<file path="config.mk">
export PLATFORM = sky130hd
export DESIGN_NAME = line_follow_pid_step
export DESIGN_NICKNAME = d
export VERILOG_FILES = /design/src/design/lfp_pkg.sv /design/src/design/lfp_const_div.sv /design/src/design/line_follow_pid_step.sv
export SDC_FILE = /design/constraint.sdc
export NUM_CORES = 2
export LEC_CHECK = 0
export ABC_AREA = 1
export BUFFER_PORTS_ARGS = -buffer_cell sky130_fd_sc_hd__buf_2
export CAP_MARGIN = 20
export CORE_MARGIN = 2
export CORE_UTILIZATION = 55
export DETAILED_ROUTE_END_ITERATION = 6
export HOLD_SLACK_MARGIN = 0.1
export PLACE_DENSITY = 0.72
export SYNTH_ARGS = -nofsm -noshare
export SYNTH_HDL_FRONTEND = slang
export SYNTH_HIERARCHICAL = 1
export SYNTH_SLANG_ARGS = --single-unit
</file>
<file path="constraint.sdc">
create_clock -name clk -period 17.9 [get_ports clk]
set_input_delay 4.475 -clock clk [delete_from_list [all_inputs] [get_ports clk]]
set_output_delay 4.475 -clock clk [all_outputs]
set_load 0.02 [all_outputs]
</file>
<file path="src/design/lfp_pkg.sv">
// Shared constants and types for the line-follow PID step block.
package lfp_pkg;

  // Field widths
  localparam int POS_W    = 12;
  localparam int SENSOR_W = 10;
  localparam int POWER_W  = 8;
  localparam int CFG_W    = 10;
  localparam int ERR_W    = 13;
  localparam int DERIV_W  = 14;
  localparam int SUM_W    = 32;
  localparam int DTERM_W  = 15;
  localparam int DIFF_W   = 20;

  // Divider operand and quotient widths
  localparam int PMAG_W = 10;   // |error| / 4
  localparam int IMAG_W = 28;   // |sum| / 16
  localparam int PQ_W   = 7;    // |error| / 20
  localparam int IQ_W   = 18;   // |sum| / 10000

  localparam logic [ERR_W-1:0] CENTRE_OFFSET = 13'd1900;

  // x / 5 for x < 2**10: (x * 1639) >> 13
  localparam logic [10:0] P_RECIP = 11'd1639;
  localparam int          P_SHIFT = 13;
  // x / 625 for x < 2**28: (x * 439804652) >> 38
  localparam logic [28:0] I_RECIP = 29'd439804652;
  localparam int          I_SHIFT = 38;

  localparam logic [SUM_W-1:0] SUM_MAX = 32'h7FFF_FFFF;
  localparam logic [SUM_W-1:0] SUM_MIN = 32'h8000_0000;

  localparam logic [POWER_W-1:0]  MAX_POWER_RST      = 8'd60;
  localparam logic [SENSOR_W-1:0] LINE_THRESHOLD_RST = 10'd350;

  typedef enum logic [0:0] {
    REG_MAX_POWER      = 1'b0,
    REG_LINE_THRESHOLD = 1'b1
  } cfg_reg_t;

endpackage

</file>
<file path="src/design/lfp_const_div.sv">
// Constant divisions for the proportional and integral terms by reciprocal multiply.
module lfp_const_div (
  input  logic [lfp_pkg::PMAG_W-1:0] err_mag4,
  input  logic [lfp_pkg::IMAG_W-1:0] sum_mag4,
  output logic [lfp_pkg::PQ_W-1:0]   p_quot,
  output logic [lfp_pkg::IQ_W-1:0]   i_quot
);

  logic [20:0] p_prod;
  logic [56:0] i_prod;

  assign p_prod = 21'(err_mag4) * 21'(lfp_pkg::P_RECIP);
  assign i_prod = 57'(sum_mag4) * 57'(lfp_pkg::I_RECIP);

  assign p_quot = p_prod[lfp_pkg::P_SHIFT +: lfp_pkg::PQ_W];
  assign i_quot = i_prod[lfp_pkg::I_SHIFT +: lfp_pkg::IQ_W];

endmodule

</file>
<file path="src/design/line_follow_pid_step.sv">
// Top level of the line-follow PID step: pipeline, kept state and configuration.
// Takes one sensor sample per cycle while the output side does not stall and returns
// one drive command per sample, five register stages deep. The error and saturating
// error sum are updated as a sample leaves the input register, in a single 33-bit add
// saturated to 32 bits, so consecutive samples follow with no gap; the term divisions
// by 20 and 10000 are reciprocal multiplies in a later stage. Each stage holds its
// item while the next is full, so requests keep being taken while a result waits,
// until every stage is full. Write max_power and line_threshold only while the
// block is empty.
module line_follow_pid_step (
  input  logic                             clk,
  input  logic                             rst,
  input  logic                             cfg_write,
  input  logic [0:0]                       cfg_index,
  input  logic [lfp_pkg::CFG_W-1:0]        cfg_data,
  input  logic                             in_valid,
  output logic                             in_ready,
  input  logic [lfp_pkg::POS_W-1:0]        line_position,
  input  logic [lfp_pkg::SENSOR_W-1:0]     sensor_far_left,
  input  logic [lfp_pkg::SENSOR_W-1:0]     sensor_left,
  input  logic [lfp_pkg::SENSOR_W-1:0]     sensor_centre,
  input  logic [lfp_pkg::SENSOR_W-1:0]     sensor_right,
  input  logic [lfp_pkg::SENSOR_W-1:0]     sensor_far_right,
  output logic                             out_valid,
  input  logic                             out_ready,
  output logic [lfp_pkg::POWER_W-1:0]      left_drive,
  output logic [lfp_pkg::POWER_W-1:0]      right_drive,
  output logic                             dead_end,
  output logic                             junction
);

  // Configuration
  logic [lfp_pkg::POWER_W-1:0]  max_power;
  logic [lfp_pkg::SENSOR_W-1:0] line_threshold;

  always_ff @(posedge clk) begin
    if (rst) begin
      max_power      <= lfp_pkg::MAX_POWER_RST;
      line_threshold <= lfp_pkg::LINE_THRESHOLD_RST;
    end else if (cfg_write) begin
      case (lfp_pkg::cfg_reg_t'(cfg_index))
        lfp_pkg::REG_MAX_POWER:      max_power      <= cfg_data[lfp_pkg::POWER_W-1:0];
        lfp_pkg::REG_LINE_THRESHOLD: line_threshold <= cfg_data;
        default: ;
      endcase
    end
  end

  // Stage valids and per-stage ready chain
  logic v0, v1, v2, v3;
  logic rdy0, rdy1, rdy2, rdy3, rdy4;

  assign rdy4     = !out_valid || out_ready;
  assign rdy3     = !v3 || rdy4;
  assign rdy2     = !v2 || rdy3;
  assign rdy1     = !v1 || rdy2;
  assign rdy0     = !v0 || rdy1;
  assign in_ready = rdy0;

  always_ff @(posedge clk) begin
    if (rst) begin
      v0        <= 1'b0;
      v1        <= 1'b0;
      v2        <= 1'b0;
      v3        <= 1'b0;
      out_valid <= 1'b0;
    end else begin
      if (rdy0) v0 <= in_valid;
      if (rdy1) v1 <= v0;
      if (rdy2) v2 <= v1;
      if (rdy3) v3 <= v2;
      if (rdy4) out_valid <= v3;
    end
  end

  // Stage 0: input register
  logic [lfp_pkg::POS_W-1:0]    pos0;
  logic [lfp_pkg::SENSOR_W-1:0] s0_0, s1_0, s2_0, s3_0, s4_0;

  always_ff @(posedge clk) begin
    if (in_valid && rdy0) begin
      pos0 <= line_position;
      s0_0 <= sensor_far_left;
      s1_0 <= sensor_left;
      s2_0 <= sensor_centre;
      s3_0 <= sensor_right;
      s4_0 <= sensor_far_right;
    end
  end

  // Stage 1: error, derivative, saturating sum, flags; kept state advances here
  logic signed [lfp_pkg::ERR_W-1:0]   previous_error;
  logic signed [lfp_pkg::SUM_W-1:0]   error_sum;
  logic signed [lfp_pkg::ERR_W-1:0]   err_next;
  logic signed [lfp_pkg::DERIV_W-1:0] deriv_next;
  logic        [lfp_pkg::SUM_W:0]     sum_wide;
  logic signed [lfp_pkg::SUM_W-1:0]   sum_next;
  logic                               dead_next, junc_next;
  logic                               adv1;

  assign err_next   = $signed({1'b0, pos0} - lfp_pkg::CENTRE_OFFSET);
  assign deriv_next = $signed({err_next[lfp_pkg::ERR_W-1], err_next})
                    - $signed({previous_error[lfp_pkg::ERR_W-1], previous_error});
  assign sum_wide   = {error_sum[lfp_pkg::SUM_W-1], error_sum}
                    + {{(lfp_pkg::SUM_W-lfp_pkg::ERR_W+1){err_next[lfp_pkg::ERR_W-1]}},
                       err_next};

  always_comb begin
    if (sum_wide[lfp_pkg::SUM_W] != sum_wide[lfp_pkg::SUM_W-1]) begin
      sum_next = sum_wide[lfp_pkg::SUM_W] ? $signed(lfp_pkg::SUM_MIN)
                                          : $signed(lfp_pkg::SUM_MAX);
    end else begin
      sum_next = $signed(sum_wide[lfp_pkg::SUM_W-1:0]);
    end
  end

  assign dead_next = (s1_0 < line_threshold) && (s2_0 < line_threshold)
                  && (s3_0 < line_threshold);
  assign junc_next = !dead_next && ((s0_0 > line_threshold) || (s4_0 > line_threshold));
  assign adv1      = v0 && rdy1;

  always_ff @(posedge clk) begin
    if (rst) begin
      previous_error <= '0;
      error_sum      <= '0;
    end else if (adv1) begin
      // a dead end or junction restarts the controller
      previous_error <= (dead_next || junc_next) ? '0 : err_next;
      error_sum      <= (dead_next || junc_next) ? '0 : sum_next;
    end
  end

  logic signed [lfp_pkg::ERR_W-1:0]   err1;
  logic signed [lfp_pkg::DERIV_W-1:0] deriv1;
  logic signed [lfp_pkg::SUM_W-1:0]   sum1;
  logic                               dead1, junc1;

  always_ff @(posedge clk) begin
    if (adv1) begin
      err1   <= err_next;
      deriv1 <= deriv_next;
      sum1   <= sum_next;
      dead1  <= dead_next;
      junc1  <= junc_next;
    end
  end

  // Stage 2: magnitudes for the divisions, derivative term
  logic [lfp_pkg::SUM_W-1:0]          sum_mag;
  logic [lfp_pkg::ERR_W-1:0]          err_mag;
  logic signed [15:0]                 deriv3;
  logic signed [15:0]                 deriv3_half;

  assign sum_mag     = sum1[lfp_pkg::SUM_W-1] ? (~sum1 + 1'b1) : sum1;
  assign err_mag     = err1[lfp_pkg::ERR_W-1] ? (~err1 + 1'b1) : err1;
  assign deriv3      = $signed({{2{deriv1[lfp_pkg::DERIV_W-1]}}, deriv1})
                     + $signed({deriv1[lfp_pkg::DERIV_W-1], deriv1, 1'b0});
  // round toward zero before halving
  assign deriv3_half = (deriv3 + $signed({15'd0, deriv3[15]})) >>> 1;

  logic                               sum_neg2, err_neg2, dead2, junc2;
  logic [lfp_pkg::IMAG_W-1:0]         sum_mag4;
  logic [lfp_pkg::PMAG_W-1:0]         err_mag4;
  logic signed [lfp_pkg::DTERM_W-1:0] dterm2;

  always_ff @(posedge clk) begin
    if (v1 && rdy2) begin
      sum_neg2 <= sum1[lfp_pkg::SUM_W-1];
      err_neg2 <= err1[lfp_pkg::ERR_W-1];
      sum_mag4 <= sum_mag[lfp_pkg::SUM_W-1:4];
      err_mag4 <= err_mag[lfp_pkg::ERR_W-2:2];
      dterm2   <= deriv3_half[lfp_pkg::DTERM_W-1:0];
      dead2    <= dead1;
      junc2    <= junc1;
    end
  end

  // Stage 3: reciprocal multiplies
  logic [lfp_pkg::PQ_W-1:0] p_quot;
  logic [lfp_pkg::IQ_W-1:0] i_quot;

  lfp_const_div u_div (
    .err_mag4 (err_mag4),
    .sum_mag4 (sum_mag4),
    .p_quot   (p_quot),
    .i_quot   (i_quot)
  );

  logic                               sum_neg3, err_neg3, dead3, junc3;
  logic [lfp_pkg::PQ_W-1:0]           p_quot3;
  logic [lfp_pkg::IQ_W-1:0]           i_quot3;
  logic signed [lfp_pkg::DTERM_W-1:0] dterm3;

  always_ff @(posedge clk) begin
    if (v2 && rdy3) begin
      sum_neg3 <= sum_neg2;
      err_neg3 <= err_neg2;
      p_quot3  <= p_quot;
      i_quot3  <= i_quot;
      dterm3   <= dterm2;
      dead3    <= dead2;
      junc3    <= junc2;
    end
  end

  // Stage 4: sum the terms, clamp, split across the wheels
  logic signed [lfp_pkg::DIFF_W-1:0] pterm, iterm, dterm, diff, diff_clamped, lim;
  logic signed [lfp_pkg::DIFF_W-1:0] left_full, right_full;

  assign pterm = err_neg3 ? -$signed(lfp_pkg::DIFF_W'(p_quot3))
                          :  $signed(lfp_pkg::DIFF_W'(p_quot3));
  assign iterm = sum_neg3 ? -$signed(lfp_pkg::DIFF_W'(i_quot3))
                          :  $signed(lfp_pkg::DIFF_W'(i_quot3));
  assign dterm = $signed({{(lfp_pkg::DIFF_W-lfp_pkg::DTERM_W){dterm3[lfp_pkg::DTERM_W-1]}},
                          dterm3});
  assign diff  = pterm + iterm + dterm;
  assign lim   = $signed(lfp_pkg::DIFF_W'(max_power));

  always_comb begin
    diff_clamped = diff;
    if (diff > lim) diff_clamped = lim;
    if (diff < -lim) diff_clamped = -lim;
    if (diff_clamped < 0) begin
      left_full  = lim + diff_clamped;
      right_full = lim;
    end else begin
      left_full  = lim;
      right_full = lim - diff_clamped;
    end
  end

  always_ff @(posedge clk) begin
    if (v3 && rdy4) begin
      left_drive  <= left_full[lfp_pkg::POWER_W-1:0];
      right_drive <= right_full[lfp_pkg::POWER_W-1:0];
      dead_end    <= dead3;
      junction    <= junc3;
    end
  end

endmodule
</file>
==> run_results.csv <==
group,metric,value,unit
worst_setup_path,crit_family,"simple AND/OR/NAND/NOR gates",
yosys,synthArstFlopShare,0,
yosys,yosys_warnings,6,
sta,post-route-period-util,0.579,
sta,finalHoldViolCount,0,
worst_setup_path,worstPathMaxFanout,3,
placement,port_buffers,97,
drt,vias,26200,
sta,fin_skew,0.0274,ns
sta,whs,0.418,ns
worst_hold_path,min_to,"dterm3[1]",
clocking,cts_buffer_depth,3,
yosys,ys.flop_type,"edfxtp_1",
drt,routed_wl,84.3,mm
worst_setup_path,worstPathRequired,13.43,ns
drt,drt_iter0_drc,1809,
global_routing,grt_max_degree,64,
yosys,synthMuxAreaShare,0,
global_routing,grt_pass1_vias,26500,
flow_run,drv_cap,0,
yosys,synth-simple-area-share,0.147,
floorplan,num_rows,93,
sta,period_needed,10.36,ns
worst_setup_path,r2r_start,"p_quot3[2]",
floorplan,dieWidth,259,um
floorplan,die_h,259,um
clocking,h-tree-depth,2,
worst_setup_path,max_stage_delay,0.23,ns
yosys,synthAdderAreaFrac,0.388,
yosys,synthesis.area,35900,um^2
clocking,cts_buffers,36,
worst_setup_path,path_class,"primary input to primary output",
worst_setup_path,worstSetupEndpointType,"primary output",
worst_setup_path,r2r-end,"left_drive[7]",
clocking,clkTransAtPathRegs,0.05,ns
yosys,ys_types,58,
global_routing,antenna_found_initial,1,
placement,placed_cells,4968,
worst_setup_path,cp_num_buf_inv,7,
floorplan,io_pins,98,
worst_setup_path,reg2regPathDepth,46,
floorplan,core-area,64500,um^2
sta,rsz0062_at_grt,"no",
worst_setup_path,crit_start,"out_ready",
clocking,cts_sinks,310,
yosys,syn_area_per_cell,8.89,um^2
floorplan,initial_core_util,0.557,
drt,wl_per_cell,16.7,um
worst_setup_path,cp_slowest_cell,"nor2_1",
clocking,cts_resized,0,
drt,drc,0,
clocking,clockRootBuffer,"clkbuf_16",
sta,setup_viol,0,
global_routing,grt_first_pass_wirelength,137,mm
sta,fmax,96.5,MHz
drt,vias_per_cell,5.21,
clocking,clock_latency,0.56,ns
sta,slew_headroom,0.260,
yosys,ys_ff_latch,310,
outcome,status,"finished, final reports clean",
placement,gp_congestion,0.995,
clocking,post-cts-setup-buffer-count,0,
yosys,synth-compound-area-share,0.0799,
drt,postRouteAntennaNets,0,
global_routing,grt_usage,0.259,
clocking,hold_buffers,0,
worst_hold_path,hp-start,"dterm2[1]",
global_routing,grt_overflow,0,
yosys,syn-num-nets,5000,
worst_setup_path,crit_arrival,5.89,ns
worst_setup_path,startpoint_type,"primary input",
placement,hpwl,70.8,mm
worst_setup_path,crit_chain,"buf_2 > nor2_1 > inv_1 > nor2_1 > inv_1 > nor2_1 > inv_1 > nor2_1 > inv_1 > nor2_1 > inv_1 > buf_2",
floorplan,die_area,67300,um^2
layout,final_nets,5113,
drt,first_pass_iters,6,
layout,finalNonFillerCells,5035,
worst_hold_path,hold_depth,0,
sta,fin_tns_setup,0,ns
yosys,synth-edff-count,242,
clocking,tritoncts,"yes",
sta,slew_viol_final,0,
sta,tightest_slew,1.10,ns
yosys,synth-xor-area-share,0.0395,
yosys,synth_top_family_by_area,"adder cells",
layout,drive_gt1_frac,0.0792,
yosys,yosysSeqAreaShare,0.240,
worst_setup_path,r2r_slack,10.29,ns
layout,syn2layout_area_growth,7.48,%
worst_hold_path,hp-class,"register to register",
worst_setup_path,crit_cells,12,
yosys,syn_inst,4038,
through the flow:
stage	setup WS, ns	utilization	area [um^2]
floorplan	8.12	-	35900
global placement	7.57	0.580	37400
detailed placement	7.54	0.580	37400
CTS	7.53	0.599	38600
global route	7.37	0.599	38600
finish	7.54	0.599	38600
flip-flops by register name, summed over array words and instances (netlist names), 8 cells and up:
name and count:
dterm3 15, dterm2 15, line_threshold 10, sum1 32, s0_0 10, s1_0 10, error_sum 32, max_power 8
left_drive 8, s4_0 10, s3_0 10, right_drive 8, s2_0 10, pos0 12, sum_mag4 28, i_quot3 18
err1 13, err_mag4 10, deriv1 14, previous_error 13
layout by cell type, fill, tap and decap left out, types with 20 or more instances in the layout:
cell type  instances
nand4_1           31
buf_2             97
o21ai_0          126
inv_1            939
a21oi_2           25
inv_2             20
nand3_1          120
nand2_2           53
nand2_1          676
xnor2_1           66
dfxtp_1           68
nor2_1           214
nor3_1            31
edfxtp_1         242
a21oi_1          230
fa_1             383
xor2_1            96
clkbuf_16         37
ha_1             501
layer usage:
metal	global-route usage	part of all wire
met5	0	0
met4	0.0702	0.024
met3	0.0545	0.071
met2	0.405	0.44
met1	0.367	0.46
how the worst max path moves through the flow:
stage,endpoint
floorplan,in_ready
global placement,in_ready
detailed placement,in_ready
CTS,in_ready
global route,in_ready
finish,in_ready
final cells by class:
class	instances	area, um^2
diodes	1	2.50
clock buffers	45	996
clock inverters	21	223
fillers	5663	25900
inverters	960	3600
multi-input cells	2737	23500
flip-flops and latches	310	8630
well taps	855	1070
repair buffers	106	553
worst register-to-register path, delay by kind of cell, from the launching register on:
family	cells	cell delay, ns
flip-flops	1	0.43
XOR/XNOR	1	0.22
AND/OR/NAND/NOR	26	2.42
buffers and inverters	7	0.70
adder cells (fa/ha/maj)	4	1.42
AO/OA/AOI/OAI	8	2.15
kinds of logic (layout without fill, tap and decap cells):
kind of cell,count (synthesis),count (layout)
and+or+nand+nor,1202,1202
buffers and inverters,991,1132
adders and majority gates,884,884
AOI/OAI and AO/OA,489,489
DFF,310,310
xor gates and xnor gates,162,162
other,0,1
cell usage after synthesis, types with 7 or more instances:
cell | n | area [um^2]
a21o_1 | 17 | 128
a21oi_1 | 231 | 1160
a21oi_2 | 24 | 210
buf_6 | 7 | 78.8
clkbuf_1 | 18 | 67.6
dfxtp_1 | 68 | 1360
edfxtp_1 | 242 | 7270
fa_1 | 383 | 7670
ha_1 | 501 | 6270
inv_1 | 941 | 3530
inv_2 | 18 | 67.6
nand2_1 | 676 | 2540
nand2_2 | 53 | 332
nand3_1 | 120 | 601
nand4_1 | 31 | 194
nor2_1 | 216 | 811
nor2_2 | 13 | 81.3
nor3_1 | 31 | 155
nor3_2 | 10 | 100
nor4_1 | 10 | 62.6
o211ai_1 | 17 | 128
o21a_1 | 11 | 82.6
o21ai_0 | 126 | 631
o21bai_1 | 17 | 128
o31ai_1 | 10 | 75.1
or2_2 | 8 | 50.1
xnor2_1 | 66 | 578
xor2_1 | 96 | 841
Power is left out: the tool's default activity adds up to more than one toggle a clock period on the data nets, which glitch-free logic cannot reach.
